**config.mk**
```make
export PLATFORM = sky130hd
export DESIGN_NAME = sync_length_checksum_deframer_flat
export DESIGN_NICKNAME = d
export VERILOG_FILES = /design/src/slcd_pkg.sv /design/src/slcd_in_if.sv /design/src/slcd_out_if.sv /design/src/sync_length_checksum_deframer.sv /design/src/flat_wrapper.sv
export SDC_FILE = /design/constraint.sdc
export NUM_CORES = 1
export LEC_CHECK = 0
export ABC_CLOCK_PERIOD_IN_PS = 4100
export BUFFER_PORTS_ARGS = -buffer_cell sky130_fd_sc_hd__buf_2
export CAP_MARGIN = 20
export CORE_MARGIN = 4
export CORE_UTILIZATION = 45
export CTS_CLUSTER_SIZE = 14
export DETAILED_ROUTE_END_ITERATION = 7
export GPL_TIMING_DRIVEN = 0
export HOLD_SLACK_MARGIN = 0.06
export PLACE_DENSITY = 0.68
export SETUP_SLACK_MARGIN = 0.4
export SLEW_MARGIN = 10
export SYNTH_ARGS = -nofsm -noshare
export SYNTH_HDL_FRONTEND = slang
export SYNTH_SLANG_ARGS = --single-unit
export TNS_END_PERCENT = 20
```
**constraint.sdc**
```tcl
create_clock -name clk_i -period 4.1 [get_ports clk_i]
set_input_delay 0 -clock clk_i [delete_from_list [all_inputs] [get_ports clk_i]]
set_output_delay 0 -clock clk_i [all_outputs]
set_load 0.05 [all_outputs]
```
**src/slcd_pkg.sv**
```systemverilog
// Shared constants for the sync/length/checksum deframer.
package slcd_pkg;

  localparam int unsigned ByteW = 8;
  localparam int unsigned KindW = 2;

  // Reset value of the sync byte register.
  localparam logic [ByteW-1:0] SyncReset = 8'h68;

  // Event codes on the result channel.
  localparam logic [KindW-1:0] EvPayload     = 2'd0;
  localparam logic [KindW-1:0] EvAccept      = 2'd1;
  localparam logic [KindW-1:0] EvChecksumErr = 2'd2;
  localparam logic [KindW-1:0] EvSequenceErr = 2'd3;

endpackage

```
**src/slcd_in_if.sv**
```systemverilog
// Byte request channel into the deframer.
interface slcd_in_if;
  logic                        valid;
  logic                        ready;
  logic [slcd_pkg::ByteW-1:0]  rx_byte;

  modport source (output valid, output rx_byte, input ready);
  modport sink   (input valid, input rx_byte, output ready);
endinterface

```
**src/slcd_out_if.sv**
```systemverilog
// Event request channel out of the deframer.
interface slcd_out_if;
  logic                        valid;
  logic                        ready;
  logic [slcd_pkg::KindW-1:0]  event_kind;
  logic [slcd_pkg::ByteW-1:0]  payload_byte;
  logic [slcd_pkg::ByteW-1:0]  frame_address;
  logic [slcd_pkg::ByteW-1:0]  payload_index;

  modport source (output valid, output event_kind, output payload_byte,
                  output frame_address, output payload_index, input ready);
  modport sink   (input valid, input event_kind, input payload_byte,
                  input frame_address, input payload_index, output ready);
endinterface

```
**src/sync_length_checksum_deframer.sv**
```systemverilog
// Sync/length/checksum deframer: hunts for a sync byte, then parses one frame.
//
// Bytes enter one request per cycle on rx_i. While hunting, every byte is
// dropped until one equals the sync register; the next byte is the frame
// length L (counting itself, the address, the payload and the checksum), then
// the address, then L-3 payload bytes, then the checksum (8-bit sum of L, the
// address and the payload). Each payload byte leaves on ev_o as a payload
// event with its zero-based index; the checksum byte gives frame accepted or
// checksum error with the payload count. A length below 3 gives a sequence
// error on the byte after the address. Any frame end returns to hunting, and
// a sync value inside a frame is plain data. Throughput is one byte per cycle
// while ev_o is not holding an event back; a byte passes through the input
// register and its event, if any, through the output register. A stalled
// ev_o holds its event; bytes that make no event keep flowing, and the next
// byte that makes one waits in the input register until ev_o is taken.
// cfg_we_i/cfg_data_i write the sync byte and must only be used while no
// byte is in flight.
module sync_length_checksum_deframer (
  input  logic                        clk_i,
  input  logic                        rst_ni,
  input  logic                        cfg_we_i,
  input  logic [slcd_pkg::ByteW-1:0]  cfg_data_i,
  slcd_in_if.sink                     rx_i,
  slcd_out_if.source                  ev_o
);

  // Parser phases.
  localparam logic [1:0] PhHunt    = 2'd0;
  localparam logic [1:0] PhLength  = 2'd1;
  localparam logic [1:0] PhAddress = 2'd2;
  localparam logic [1:0] PhBody    = 2'd3;

  logic [slcd_pkg::ByteW-1:0] sync_q;

  // Input register.
  logic                       in_vld_q;
  logic [slcd_pkg::ByteW-1:0] in_byte_q;

  // Frame state.
  logic [1:0]                 phase_q, phase_d;
  logic [slcd_pkg::ByteW-1:0] len_q, len_d;
  logic [slcd_pkg::ByteW-1:0] remain_q, remain_d;
  logic [slcd_pkg::ByteW-1:0] sum_q, sum_d;
  logic [slcd_pkg::ByteW-1:0] addr_q, addr_d;
  logic [slcd_pkg::ByteW-1:0] count_q, count_d;

  // Output register.
  logic                       out_vld_q;
  logic [slcd_pkg::KindW-1:0] out_kind_q, kind_d;
  logic [slcd_pkg::ByteW-1:0] out_byte_q, byte_d;
  logic [slcd_pkg::ByteW-1:0] out_addr_q;
  logic [slcd_pkg::ByteW-1:0] out_index_q, index_d;

  logic emit;      // byte in the input register produces an event
  logic out_free;  // output register can take a new event this cycle
  logic proc;      // input register byte is consumed this cycle
  logic in_take;

  assign out_free = !out_vld_q || ev_o.ready;
  assign proc     = in_vld_q && (!emit || out_free);
  assign in_take  = rx_i.valid && rx_i.ready;
  assign rx_i.ready = !in_vld_q || proc;

  // Per-byte parse step.
  always_comb begin
    phase_d  = phase_q;
    len_d    = len_q;
    remain_d = remain_q;
    sum_d    = sum_q;
    addr_d   = addr_q;
    count_d  = count_q;
    emit     = 1'b0;
    kind_d   = slcd_pkg::EvPayload;
    byte_d   = '0;
    index_d  = count_q;
    unique case (phase_q)
      PhLength: begin
        len_d   = in_byte_q;
        sum_d   = in_byte_q;
        count_d = '0;
        phase_d = PhAddress;
      end
      PhAddress: begin
        addr_d   = in_byte_q;
        sum_d    = sum_q + in_byte_q;
        remain_d = (len_q >= 8'd2) ? len_q - 8'd2 : '0;
        phase_d  = PhBody;
      end
      PhBody: begin
        emit = 1'b1;
        priority if (remain_q > 8'd1) begin
          kind_d   = slcd_pkg::EvPayload;
          byte_d   = in_byte_q;
          sum_d    = sum_q + in_byte_q;
          count_d  = count_q + 8'd1;
          remain_d = remain_q - 8'd1;
        end else if (remain_q == 8'd1) begin
          // Checksum byte closes the frame.
          kind_d   = (sum_q == in_byte_q) ? slcd_pkg::EvAccept
                                          : slcd_pkg::EvChecksumErr;
          remain_d = '0;
          phase_d  = PhHunt;
        end else begin
          // Length too short to hold a checksum.
          kind_d  = slcd_pkg::EvSequenceErr;
          phase_d = PhHunt;
        end
      end
      default: begin
        if (in_byte_q == sync_q) begin
          phase_d  = PhLength;
          len_d    = '0;
          remain_d = '0;
          count_d  = '0;
        end
      end
    endcase
  end

  always_ff @(posedge clk_i or negedge rst_ni) begin
    if (!rst_ni) begin
      sync_q <= slcd_pkg::SyncReset;
    end else if (cfg_we_i) begin
      sync_q <= cfg_data_i;
    end
  end

  always_ff @(posedge clk_i or negedge rst_ni) begin
    if (!rst_ni) begin
      in_vld_q <= 1'b0;
    end else if (rx_i.ready) begin
      in_vld_q <= rx_i.valid;
    end
  end

  always_ff @(posedge clk_i) begin
    if (in_take) begin
      in_byte_q <= rx_i.rx_byte;
    end
  end

  always_ff @(posedge clk_i or negedge rst_ni) begin
    if (!rst_ni) begin
      phase_q  <= PhHunt;
      len_q    <= '0;
      remain_q <= '0;
      sum_q    <= '0;
      addr_q   <= '0;
      count_q  <= '0;
    end else if (proc) begin
      phase_q  <= phase_d;
      len_q    <= len_d;
      remain_q <= remain_d;
      sum_q    <= sum_d;
      addr_q   <= addr_d;
      count_q  <= count_d;
    end
  end

  always_ff @(posedge clk_i or negedge rst_ni) begin
    if (!rst_ni) begin
      out_vld_q <= 1'b0;
    end else if (out_free) begin
      out_vld_q <= proc && emit;
    end
  end

  // Address is unchanged in the body phase, so the registered copy is current.
  always_ff @(posedge clk_i) begin
    if (proc && emit) begin
      out_kind_q  <= kind_d;
      out_byte_q  <= byte_d;
      out_addr_q  <= addr_q;
      out_index_q <= index_d;
    end
  end

  assign ev_o.valid         = out_vld_q;
  assign ev_o.event_kind    = out_kind_q;
  assign ev_o.payload_byte  = out_byte_q;
  assign ev_o.frame_address = out_addr_q;
  assign ev_o.payload_index = out_index_q;

endmodule

```
**src/flat_wrapper.sv**
```systemverilog
// flat-port wrapper written by rule: the top's interface ports become plain ports
module sync_length_checksum_deframer_flat 
  (clk_i, rst_ni, cfg_we_i, cfg_data_i, rx_i_valid, rx_i_rx_byte, rx_i_ready, ev_o_valid, ev_o_event_kind, ev_o_payload_byte, ev_o_frame_address, ev_o_payload_index, ev_o_ready);
  slcd_in_if rx_i_i ();
  slcd_out_if ev_o_i ();
  input  logic clk_i;
  input  logic rst_ni;
  input  logic cfg_we_i;
  input  logic [slcd_pkg::ByteW-1:0] cfg_data_i;
  input wire logic [$bits(rx_i_i.valid)-1:0] rx_i_valid;
  input wire logic [$bits(rx_i_i.rx_byte)-1:0] rx_i_rx_byte;
  output wire logic [$bits(rx_i_i.ready)-1:0] rx_i_ready;
  output wire logic [$bits(ev_o_i.valid)-1:0] ev_o_valid;
  output wire logic [$bits(ev_o_i.event_kind)-1:0] ev_o_event_kind;
  output wire logic [$bits(ev_o_i.payload_byte)-1:0] ev_o_payload_byte;
  output wire logic [$bits(ev_o_i.frame_address)-1:0] ev_o_frame_address;
  output wire logic [$bits(ev_o_i.payload_index)-1:0] ev_o_payload_index;
  input wire logic [$bits(ev_o_i.ready)-1:0] ev_o_ready;
  assign rx_i_i.valid = rx_i_valid;
  assign rx_i_i.rx_byte = rx_i_rx_byte;
  assign rx_i_ready = rx_i_i.ready;
  assign ev_o_valid = ev_o_i.valid;
  assign ev_o_event_kind = ev_o_i.event_kind;
  assign ev_o_payload_byte = ev_o_i.payload_byte;
  assign ev_o_frame_address = ev_o_i.frame_address;
  assign ev_o_payload_index = ev_o_i.payload_index;
  assign ev_o_i.ready = ev_o_ready;
  sync_length_checksum_deframer u_core (.clk_i(clk_i), .rst_ni(rst_ni), .cfg_we_i(cfg_we_i), .cfg_data_i(cfg_data_i), .rx_i(rx_i_i), .ev_o(ev_o_i));
endmodule
```
# Yosys cells after proc, flatten, opt, wreduce, memory -nomap -nowiden
# Cells that the tools add are included.
# totals
output_inout_bits	28
ff_bits	86
inputBits	21
# classes
magnitude_cmp	2
mux	16
eq_ne	9
n_reduce_logical	23
bitwise	4
n_addsub	4
# op_table
op	n
case mux 8 bit (3 select lines)	3
2-to-1 mux 8 bit	6
equality test 8 bit	2
case mux 8 bit (2 select lines)	1
AND reduction 3 bit	3
nonzero test 3 bit	3
adder 8 x 1 -> 8 bit (second input constant)	1
adder 8 bit	1
equality test 8 x 1 -> 1 bit (second input constant)	1
greater-or-equal comparator 8 x 2 -> 1 bit (second input constant)	1
greater-than comparator 8 x 1 -> 1 bit (second input constant)	1
2-to-1 mux 2 bit	4
AND reduction 4 bit	2
subtractor 8 x 1 -> 8 bit (second input constant)	1
subtractor 8 x 2 -> 8 bit (second input constant)	1
case mux 2 bit (3 select lines)	1
equality test 2 bit (second input constant)	2
NOT 1 bit	4
AND reduction 2 bit	2
nonzero test 4 bit	1
OR reduction 2 bit	2
logical AND 1 bit	3
zero test 1 bit	3
logical OR 1 bit	3
6 further kinds	6

# Depth between registers and ports, before layout
# Gate-level depths: netlist of the first run.
# depth
ltp_word	7
mapped_depth	10
depth_no_buf	8

# Worst setup path before layout of the first run
# OpenSTA, ideal clock, no wires.
# synth_path
path_type	reg2reg
from	register u_core.remain_q[0] (netlist name)
to	register u_core.remain_q[2] (netlist name)
required_ns	3.974
n_path_buf	0
t_arrival_ns	2.218
setup_ns	0.126
stages_incl_launch_ff	8
synth_period_minus_slack_ns	2.344
path_slack_ns	1.756
path_cell_list	dfrtp_1 > inv_1 > ha_1 > or3b_2 > or4b_4 > and3_4 > and4_4 > a221o_1
# synth_via
elab_chain_len	3
# synth_lines
item	line	text
start, declared	sync_length_checksum_deframer.sv:42	logic [slcd_pkg::ByteW-1:0] remain_q, remain_d;
start signal, assigned	sync_length_checksum_deframer.sv:153	remain_q <= remain_d;
subtractor 8 x 1 -> 8 bit, or another cell as far along	sync_length_checksum_deframer.sv:96	remain_d = remain_q - 8'd1;
2-to-1 mux 8 bit or != test 3 x 1 -> 1 bit (tied branches)	--	
case mux 8 bit (3 select lines) or AND reduction 4 bit (tied branches)	--	
# Parallel ways exist; a longest one is shown, timed or not.
# A chain may end at the register's enable or synchronous reset.

# Worst setup path in the final report of the first run
# layout_path
from	register u_core.remain_q[6] (netlist name)
to	register u_core.phase_q[1]
# layout_via
elab_chain_len	3
# layout_lines
item	line	text
greater-than comparator 8 x 1 -> 1 bit	sync_length_checksum_deframer.sv:91	priority if (remain_q > 8'd1) begin
!= test 2 bit (no line)	--	
AND reduction 3 bit (no line)	--	
end signal, assigned	sync_length_checksum_deframer.sv:144	phase_q <= PhHunt;
end signal, assigned	sync_length_checksum_deframer.sv:151	phase_q <= phase_d;
end, declared	sync_length_checksum_deframer.sv:40	logic [1:0] phase_q, phase_d;
# Every way passes these cells.

==> results.toml, run 1 <==
[clock_network]
post-cts-setup-buffers = 0
cts_tree = "yes"
clock_tree.root_cell = "clkbuf_8"
cts_buffer_depth = 2
cts_buffers = 9
clkTransAtPathRegs_ps = 100
htree_levels = 3
clock-sinks = 86
clock_latency_ps = 360

[drt]
route.detailed.wl_per_inst_um = 16.8
vias_per_cell = 5.68
firstDrtPassIters = 4
drt_iter0_markers = 152
drtAntennaViolNets = 0
drc = 0
detail_route.wirelength_um = 9330
vias = 3154

[synth]
avgSynthCellArea_um2 = 11.6
ys_ff_latch = 86
synth_ff_type = "dfrtp_1"
syn-instance-count = 362
ys_types = 57
synth.net_count = 399
netlist_area_um2 = 4190
ys_seq_area_frac = 0.555
yosysWarnings = 0
synth-edff-count = 34
synthArstFlopShare = 0.605

[setup_path]
cp_slowest_cell = "o31ai_2"
end_kind = "register"
max_stage_delay_ps = 760
path_max_fanout = 10
required_ps = 4350
path_buf_inv = 1
path_cells = "or4_1 -> buf_2 -> o31ai_2 -> o311ai_1 -> mux2_2"
crit_type = "register to register"
arrival_ps = 2970
ff2ff_setup_slack_ps = 1380
path_delay_family = "compound AO/OA/AOI/OAI gates"
start_kind = "register"

[floorplanning]
chipHeight_um = 105
start_util = 0.472
rows = 34
die-area_um2 = 10900
die_w_um = 105
coreArea_um2 = 8890
io_pins = 49

[sta]
finalHoldViolations = 0
finalWorstPathRequiredPeriod_ps = 2720
fin_setup_tns_ps = 0
drv_slew = 0
post-route-period-util = 0.664
fmax_mhz = 368
tightest_slew_ps = 1110
skew_ps = 16.7
max_slew_margin = 0.252
finalSetupViolations = 0
rsz0062_at_grt = "false"

[layout]
nFillCells = 713
drive_above_1_share = 0.215
layout_common_cells = "49 x buf_2, 49 x dfrtp_1, 34 x edfxtp_1"
post-route-util = 0.566
diodes = 0
areaGrowthSynthToFinish_pct = 20.0
nets = 479

[placement]
io_buffers = 47
globalplace.congestion = 0.879
hpwl_um = 6580

[run_status]
status = "finished clean"

[global_routing]
antenna_found_initial = 0
grt_pass1_wl_um = 15700
grt_usage = 0.180
overflow = 0
grt_max_degree = 34
grt_pass1_vias = 3203

[power_and_ir_drop]
total_leakage_power_nw = 2.12
p_per_area_nw_per_um2 = 727
ir_worst_vdd_v = 0.000271

[job]
maxCapViolations = 0

[min_path]
min_path_type = "input port to async pin"
report_power, final:
group	leakage, nW	total [mW]	internal (mW)	switching [mW]
combinational	1.03	1.60	0.604	1.00
clock	0.120	0.704	0.359	0.345
sequential	0.965	1.35	1.17	0.183
total	2.12	3.66	2.13	1.53
kinds of logic after synthesis:
kind of cell,synth area share
AOI/OAI and AO/OA,0.127
xor gates and xnor gates,0.0313
adders and majority gates,0.0495
buffers and inverters,0.0265
DFF,0.555
muxes,0.0552
and+or+nand+nor,0.156
area by class of cell:
class / instances / area, um^2 / share of cell area
plain buffers: 14 / 55.1 / 0.0109
clock buffers: 9 / 124 / 0.0246
clock inverters: 7 / 111 / 0.0221
inverters: 15 / 56.3 / 0.0112
multi-input cells: 247 / 1760 / 0.349
flip-flops and latches: 86 / 2330 / 0.462
well taps: 108 / 135 / 0.0268
repair buffers: 69 / 470 / 0.0934
synthesized netlist by cell type, drive strengths merged, types with 3 or more instances:
cell type,instances,share of area
edfxtp,34,0.24
mux2i,4,0.0095
xnor2,3,0.0063
nor4,5,0.0075
nor3,8,0.0095
and2,12,0.018
dfrtp,49,0.29
nand2,23,0.021
a21oi,15,0.018
o31ai,8,0.016
a221o,3,0.0072
mux2,17,0.046
or2,3,0.0045
o21a,4,0.0072
nor4b,5,0.012
and3,5,0.0087
o211ai,3,0.0054
nand3,13,0.016
o21ai,13,0.016
xor2,12,0.025
clkbuf,11,0.0098
ha,15,0.045
nor2,23,0.021
inv,15,0.013
a31oi,5,0.0075
a22o,8,0.017
dfstp,3,0.019
buf,3,0.0033
o22ai,4,0.0060
or4,9,0.016
path summary, 6_finish.rpt:
kind	depth (start not counted)	end	start
worst min register to register	0	u_core.ev_o.frame_address[3]	u_core.addr_q[3]
max in group asynchronous	3	u_core.sync_q[6]	rst_ni
worst max-delay path	5	u_core.phase_q[1]	u_core.remain_q[6]
min in group clk_i	2	u_core.sync_q[3]	cfg_we_i
worst max register to register	5	u_core.phase_q[1]	u_core.remain_q[6]
worst min-delay path	2	u_core.count_q[3]	rst_ni
layer usage:
layer / GRT usage / wire (um)
met1: 0.231 / 4200
met2: 0.307 / 4550
met3: 0.0284 / 420
met4: 0.0684 / 156
met5: 0 / 0
timing repair:
| action | in CTS | in global routing |
|---|---|---|
| hold endpoints to repair | 68 | 0 |
| gates resized for setup | 0 | 0 |
| hold buffers | 20 | 0 |
metrics by stage:
step	instances	setup slack, ps	hold slack, ps	instance area [um^2]	total power, mW
after CTS	555	1390	144	5030	3.67
after detailed placement	519	1380	3.68	4600	2.95
final	555	1380	133	5030	3.66
after global routing	555	1140	169	5030	3.92
after global placement	517	1440	176	4560	2.88
after floorplan	362	1760	-296	4190	2.55
flip-flops by register name, indices dropped and copies added (netlist names):
name / count
u_core.in_byte_q: 8
u_core.in_vld_q: 1
u_core.ev_o.payload_byte: 8
u_core.sum_q: 8
u_core.phase_q: 2
u_core.remain_q: 8
u_core.addr_q: 8
u_core.ev_o.frame_address: 8
u_core.ev_o.valid: 1
u_core.len_q: 8
u_core.sync_q: 8
u_core.ev_o.event_kind: 2
u_core.ev_o.payload_index: 8
u_core.count_q: 8
No activity file was read; power rests on OpenSTA's default activity.
==> run 2, diff against run 1 <==
- ABC_AREA: unset -> 1
- ABC_CLOCK_PERIOD_IN_PS: 4100 -> 2500
- PLACE_DENSITY: 0.68 -> 0.7
- clock period: 4.1 -> 2.5 ns (I/O delays scaled with it)
==> results.toml, run 2 <==
[power_and_ir_drop]
total_leakage_power_nw = 2.59
switching_power_mw = 2.49
p_int_mw = 3.16
clkPwrFrac = 0.172
pwr-share-comb = 0.461
swShare = 0.441
ir_worst_vdd_v = 0.000400
seqPwrFrac = 0.367
p_per_area_nw_per_um2 = 1060

[synth]
yosysMostFrequentCell = "nand2_1"
avgSynthCellArea_um2 = 9.03
synthTopCellsByCount = "166 x nand2_1, 50 x nor2_1, 49 x dfrtp_1"
synth.net_count = 531
synthArstFlopShare = 0.605
yosysWarnings = 0
ys_types = 41
netlist_top_cells_area = "dfrtp_1 27%, edfxtp_1 23%, nand2_1 14%"
ys_ff_latch = 86
syn-instance-count = 494
synth-edff-count = 34
yosys.area.top_type = "dfrtp_1"
synth_top_area_frac = 0.275
ys_seq_area_frac = 0.521
netlist_area_um2 = 4460
synth_ff_type = "dfrtp_1"

[setup_path]
path_max_fanout = 26
reg2regPathDepth = 6
r2r_end = "u_core.ev_o.payload_index[5]"
r2r-start = "u_core.phase_q[1]"
start_kind = "register"
arrival_ps = 1930
end_kind = "register"
ff2ff_setup_slack_ps = 520
required_ps = 2450
crit_type = "register to register"

[layout]
areaGrowthSynthToFinish_pct = 19.3
final_common_cell = "nand2_1"
fin_area_um2 = 5320
regArea_um2 = 2330
multi_input_area_um2 = 1900
nFillCells = 878
drive_above_1_share = 0.187
diodes = 0
layout_common_cells = "166 x nand2_1, 50 x nor2_1, 49 x buf_2, 49 x dfrtp_1, 44 x inv_1"
nets = 614

[sta]
rsz0062_at_grt = "true"
fin_setup_tns_ps = 0
max_slew_margin = 0.641
finalWorstPathRequiredPeriod_ps = 1980
hold-worst-slack_ps = 100
drv_slew = 0
skew_ps = 13.6
finalHoldViolations = 0
post-route-period-util = 0.792
finalSetupViolations = 0
tightest_slew_ps = 537
fmax_mhz = 505

[clock_network]
clock_tree.root_cell = "clkbuf_8"
htree_levels = 3
clock-sinks = 86
cts_buffer_depth = 2
clock_latency_ps = 370
cts_buffers = 9
post-cts-setup-buffers = 0
clkTransAtPathRegs_ps = 100
cts_tree = "yes"

[drt]
drtAntennaViolNets = 0
vias_per_cell = 4.96
route.detailed.wl_per_inst_um = 13.0
drc = 0
detail_route.wirelength_um = 9310
firstDrtPassIters = 5
vias = 3547
drt_iter0_markers = 190

[global_routing]
grt_usage = 0.173
antenna_found_initial = 0
grt_pass1_wl_um = 15900
grt_max_degree = 36
overflow = 0
grt_pass1_vias = 3399

[placement]
hpwl_um = 6790
globalplace.congestion = 0.930
io_buffers = 48
detailed_place.area_um2 = 4890

[floorplanning]
coreArea_um2 = 9730
chipHeight_um = 108
start_util = 0.459
die-area_um2 = 11600
io_pins = 49
rows = 36
die_w_um = 108

[min_path]
min_path_type = "input port to async pin"

[job]
maxCapViolations = 0

[run_status]
status = "finished clean"
run 2: worst max-delay path by stage:
stage	startpoint	endpoint	depth (start not counted)
2_1_floorplan	u_core.phase_q[0]	u_core.in_byte_q[0]	5
4_1_cts	u_core.phase_q[0]	u_core.ev_o.payload_index[5]	6
3_3_place_gp	u_core.phase_q[0]	u_core.ev_o.payload_byte[4]	6
5_1_grt	u_core.phase_q[1]	u_core.ev_o.payload_byte[6]	6
6_report	u_core.phase_q[1]	u_core.ev_o.payload_index[5]	6
3_5_place_dp	u_core.phase_q[0]	u_core.ev_o.payload_byte[3]	6
run 2: power by group through the flow:
stage / Clock, mW / Combinational, mW / Sequential (mW)
after floorplan: 0 / 1.90 / 2.21
final: 0.970 / 2.60 / 2.07
after global routing: 1.06 / 2.93 / 2.11
after global placement: 0 / 2.47 / 2.09
after CTS: 0.998 / 2.59 / 2.07
after detailed placement: 0 / 2.55 / 2.10
run 2: what timing repair did:
action | 4_1_cts | 5_1_grt
endpoints found under the setup margin | 26 | 26
endpoints found under the hold margin | 67 | 0
gates resized for setup | 1 | 0
hold buffers | 23 | 0
run 2: critical path, stage by stage (launching register included):
cell        delay, ps
dfrtp_1           430
ha_1              210
nand3_1            80
nand2_1           160
inv_2             100
nand2_1           130
clkinvlp_4        460
run 2: layout make-up:
class	instances	share of cell area
Sequential cell	86	0.437
Multi-Input combinational cell	353	0.356
Tap cell	133	0.0313
Buffer	5	0.00893
Clock inverter	7	0.0143
Inverter	50	0.0369
Timing Repair Buffer	72	0.0921
Clock buffer	9	0.0233
run 2: metrics by stage:
| step | util | worst slack [ps] | total power [mW] | cells |
|---|---|---|---|---|
| after detailed placement | 0.503 | 265 | 4.65 | 676 |
| final | 0.547 | 520 | 5.64 | 715 |
| after global placement | 0.501 | 290 | 4.56 | 675 |
| after global routing | 0.547 | 317 | 6.10 | 715 |
| after floorplan | - | 563 | 4.11 | 494 |
| after CTS | 0.547 | 485 | 5.66 | 715 |
run 2: kinds of logic after synthesis:
group / count (synthesis) / share of synthesized area
and+or+nand+nor: 276 / 0.280
DFF: 86 / 0.521
buffers and inverters: 55 / 0.0538
AOI/OAI and AO/OA: 42 / 0.0600
xor gates and xnor gates: 16 / 0.0314
adders and majority gates: 16 / 0.0465
muxes: 3 / 0.00757
run 2: per-layer routing:
layer	GRT usage	vias up	routed length, um
met3	0.0378	17	469
met1	0.235	1681	4240
met4	0.0541	0	130
li1	-	1759	-
met2	0.279	90	4470
met5	0	-	0
==> run 3, diff against run 2 <==
- ABC_CLOCK_PERIOD_IN_PS: 2500 -> 2000
- PLACE_DENSITY: 0.7 -> 0.68
- clock period: 2.5 -> 2 ns (I/O delays scaled with it)
==> results.toml, run 3 (synthesized netlist as in run 2, its figures left out) <==
[setup_path]
arrival_ps = 1920
crit_type = "register to register"
max_stage_delay_ps = 470
end_kind = "register"
r2r-start = "u_core.in_byte_q[0]"
path_cells = "ha_4 -> inv_2 -> fa_2 -> inv_2 -> nand2_1 -> a31oi_1 -> nor2_1 -> nor2_1 -> nor2_1"
path_buf_inv = 2
path_max_fanout = 3
r2r_end = "u_core.sum_q[6]"
start_kind = "register"
path_delay_family = "adder cells"
ff2ff_setup_slack_ps = 340
worst_path_most_repeated_cell = "nor2_1"
cp_slowest_cell = "edfxtp_1"
reg2regPathDepth = 9
required_ps = 2260

[placement]
hpwl_um = 6840
dp_cells = 676
io_buffers = 48
globalplace.congestion = 0.914

[clock_network]
cts_tree = "yes"
cts_buffers = 9
cts_buffer_depth = 2
htree_levels = 3
clkTransAtPathRegs_ps = 100
clock_latency_ps = 370
clock_tree.root_cell = "clkbuf_8"
clock-sinks = 86

[sta]
tightest_slew_ps = 731
rsz0062_at_grt = "true"
drv_slew = 0
finalSetupViolations = 0
finalHoldViolations = 0
fin_setup_tns_ps = 0
post-route-period-util = 0.830
finalWorstPathRequiredPeriod_ps = 1660
max_slew_margin = 0.512
skew_ps = 14.1
fmax_mhz = 602

[min_path]
whs_endpoint = "u_core.sync_q[5]"
holdPathStages = 4
worst_hold_startpoint = "cfg_we_i"
min_path_type = "input port to register"

[drt]
vias_per_cell = 5.03
route.detailed.wl_per_inst_um = 14.3
drtAntennaViolNets = 0
vias = 3797
detail_route.wirelength_um = 10800
firstDrtPassIters = 5
drc = 0
drt_iter0_markers = 211

[layout]
drive_above_1_share = 0.330
areaGrowthSynthToFinish_pct = 34.3
post-route-util = 0.616
layout_common_cells = "158 x nand2_1, 49 x buf_2, 44 x dfrtp_1"
final_cells = 755
nets = 654
final_common_cell = "nand2_1"
diodes = 0
nFillCells = 777

[global_routing]
grt_pass1_wl_um = 16300
grt_pass1_vias = 3435
grt_usage = 0.180
grt_max_degree = 30
overflow = 0
antenna_found_initial = 0

[run_status]
status = "finished clean"

[floorplanning]
coreArea_um2 = 9730
rows = 36
die_w_um = 108
start_util = 0.459
die-area_um2 = 11600
io_pins = 49
chipHeight_um = 108

[power_and_ir_drop]
ir_worst_vdd_v = 0.000558
total_leakage_power_nw = 2.82
power.total_mw = 8.28
p_per_area_nw_per_um2 = 1380

[job]
maxCapViolations = 0
==> run 3: cell count changes in the layout (fill, tap and decap cells not counted), moves of 6 or more <==
cell / before / now
buf_4: 1 / 33
inv_1: 44 / 30
ha_1: 15 / 3
ha_4: 0 / 11
inv_2: 4 / 15
nor2_1: 50 / 39
nand2_1: 166 / 158
nand2_2: 2 / 8
nor2_2: 5 / 11
==> run 3: final cells by class <==
| class | count | area, um^2 | area share |
|---|---|---|---|
| Inverter | 50 | 215 | 0.0359 |
| Sequential cell | 86 | 2330 | 0.389 |
| Clock inverter | 7 | 77.6 | 0.0129 |
| Clock buffer | 9 | 124 | 0.0207 |
| Buffer | 5 | 63.8 | 0.0106 |
| Timing Repair Buffer | 110 | 836 | 0.139 |
| Tap cell | 133 | 166 | 0.0278 |
| Timing Repair inverter | 1 | 7.51 | 0.00125 |
| Multi-Input combinational cell | 354 | 2170 | 0.362 |
==> run 3: worst reg2reg max path, cell delays in order, from the launching register on <==
cell	delay [ps]
edfxtp_1	470
ha_4	180
inv_2	40
fa_2	400
inv_2	70
nand2_1	60
a31oi_1	140
nor2_1	70
nor2_1	80
nor2_1	50
==> run 3: per-stage QoR <==
step | instance area (um^2) | setup WS, ps | hold slack, ps
after global placement | 4880 | 20.5 | 176
after detailed placement | 4900 | -5.66 | 93.2
after floorplan | 4470 | 96.3 | -296
after CTS | 5460 | 323 | 131
after global routing | 5990 | 248 | 198
final | 5990 | 340 | 136
==> run 3: how the worst max path moves through the flow <==
stage	from	end	slack (ps)	depth (start not counted)
final	u_core.in_byte_q[0]	u_core.sum_q[6]	340	9
after global routing	u_core.in_byte_q[4]	u_core.sum_q[7]	250	9
after CTS	u_core.remain_q[0]	u_core.ev_o.payload_byte[0]	320	7
after detailed placement	u_core.phase_q[0]	u_core.ev_o.payload_byte[3]	-6	6
after global placement	u_core.phase_q[0]	u_core.ev_o.payload_byte[3]	20	6
after floorplan	u_core.phase_q[1]	u_core.in_byte_q[0]	100	5
==> run 3: report_power, final <==
group | switching, mW | internal, mW
logic | 2.48 | 1.86
clock network | 0.683 | 0.595
registers | 0.347 | 2.31
==> run 3: per-layer routing <==
| layer | wire length, um | global-route usage |
|---|---|---|
| met5 | 0 | 0 |
| met4 | 206 | 0.0812 |
| met3 | 549 | 0.0276 |
| met2 | 5360 | 0.288 |
| met1 | 4710 | 0.241 |
==> run 3: timing repair <==
| action | in CTS | in global routing |
|---|---|---|
| gates cloned | 1 | 2 |
| setup buffers | 6 | 32 |
| setup endpoints to repair | 79 | 86 |
| endpoints found under the hold margin | 46 | 0 |
| hold buffers | 22 | 0 |
| pin swaps | 2 | 22 |
| gates resized for setup | 15 | 68 |
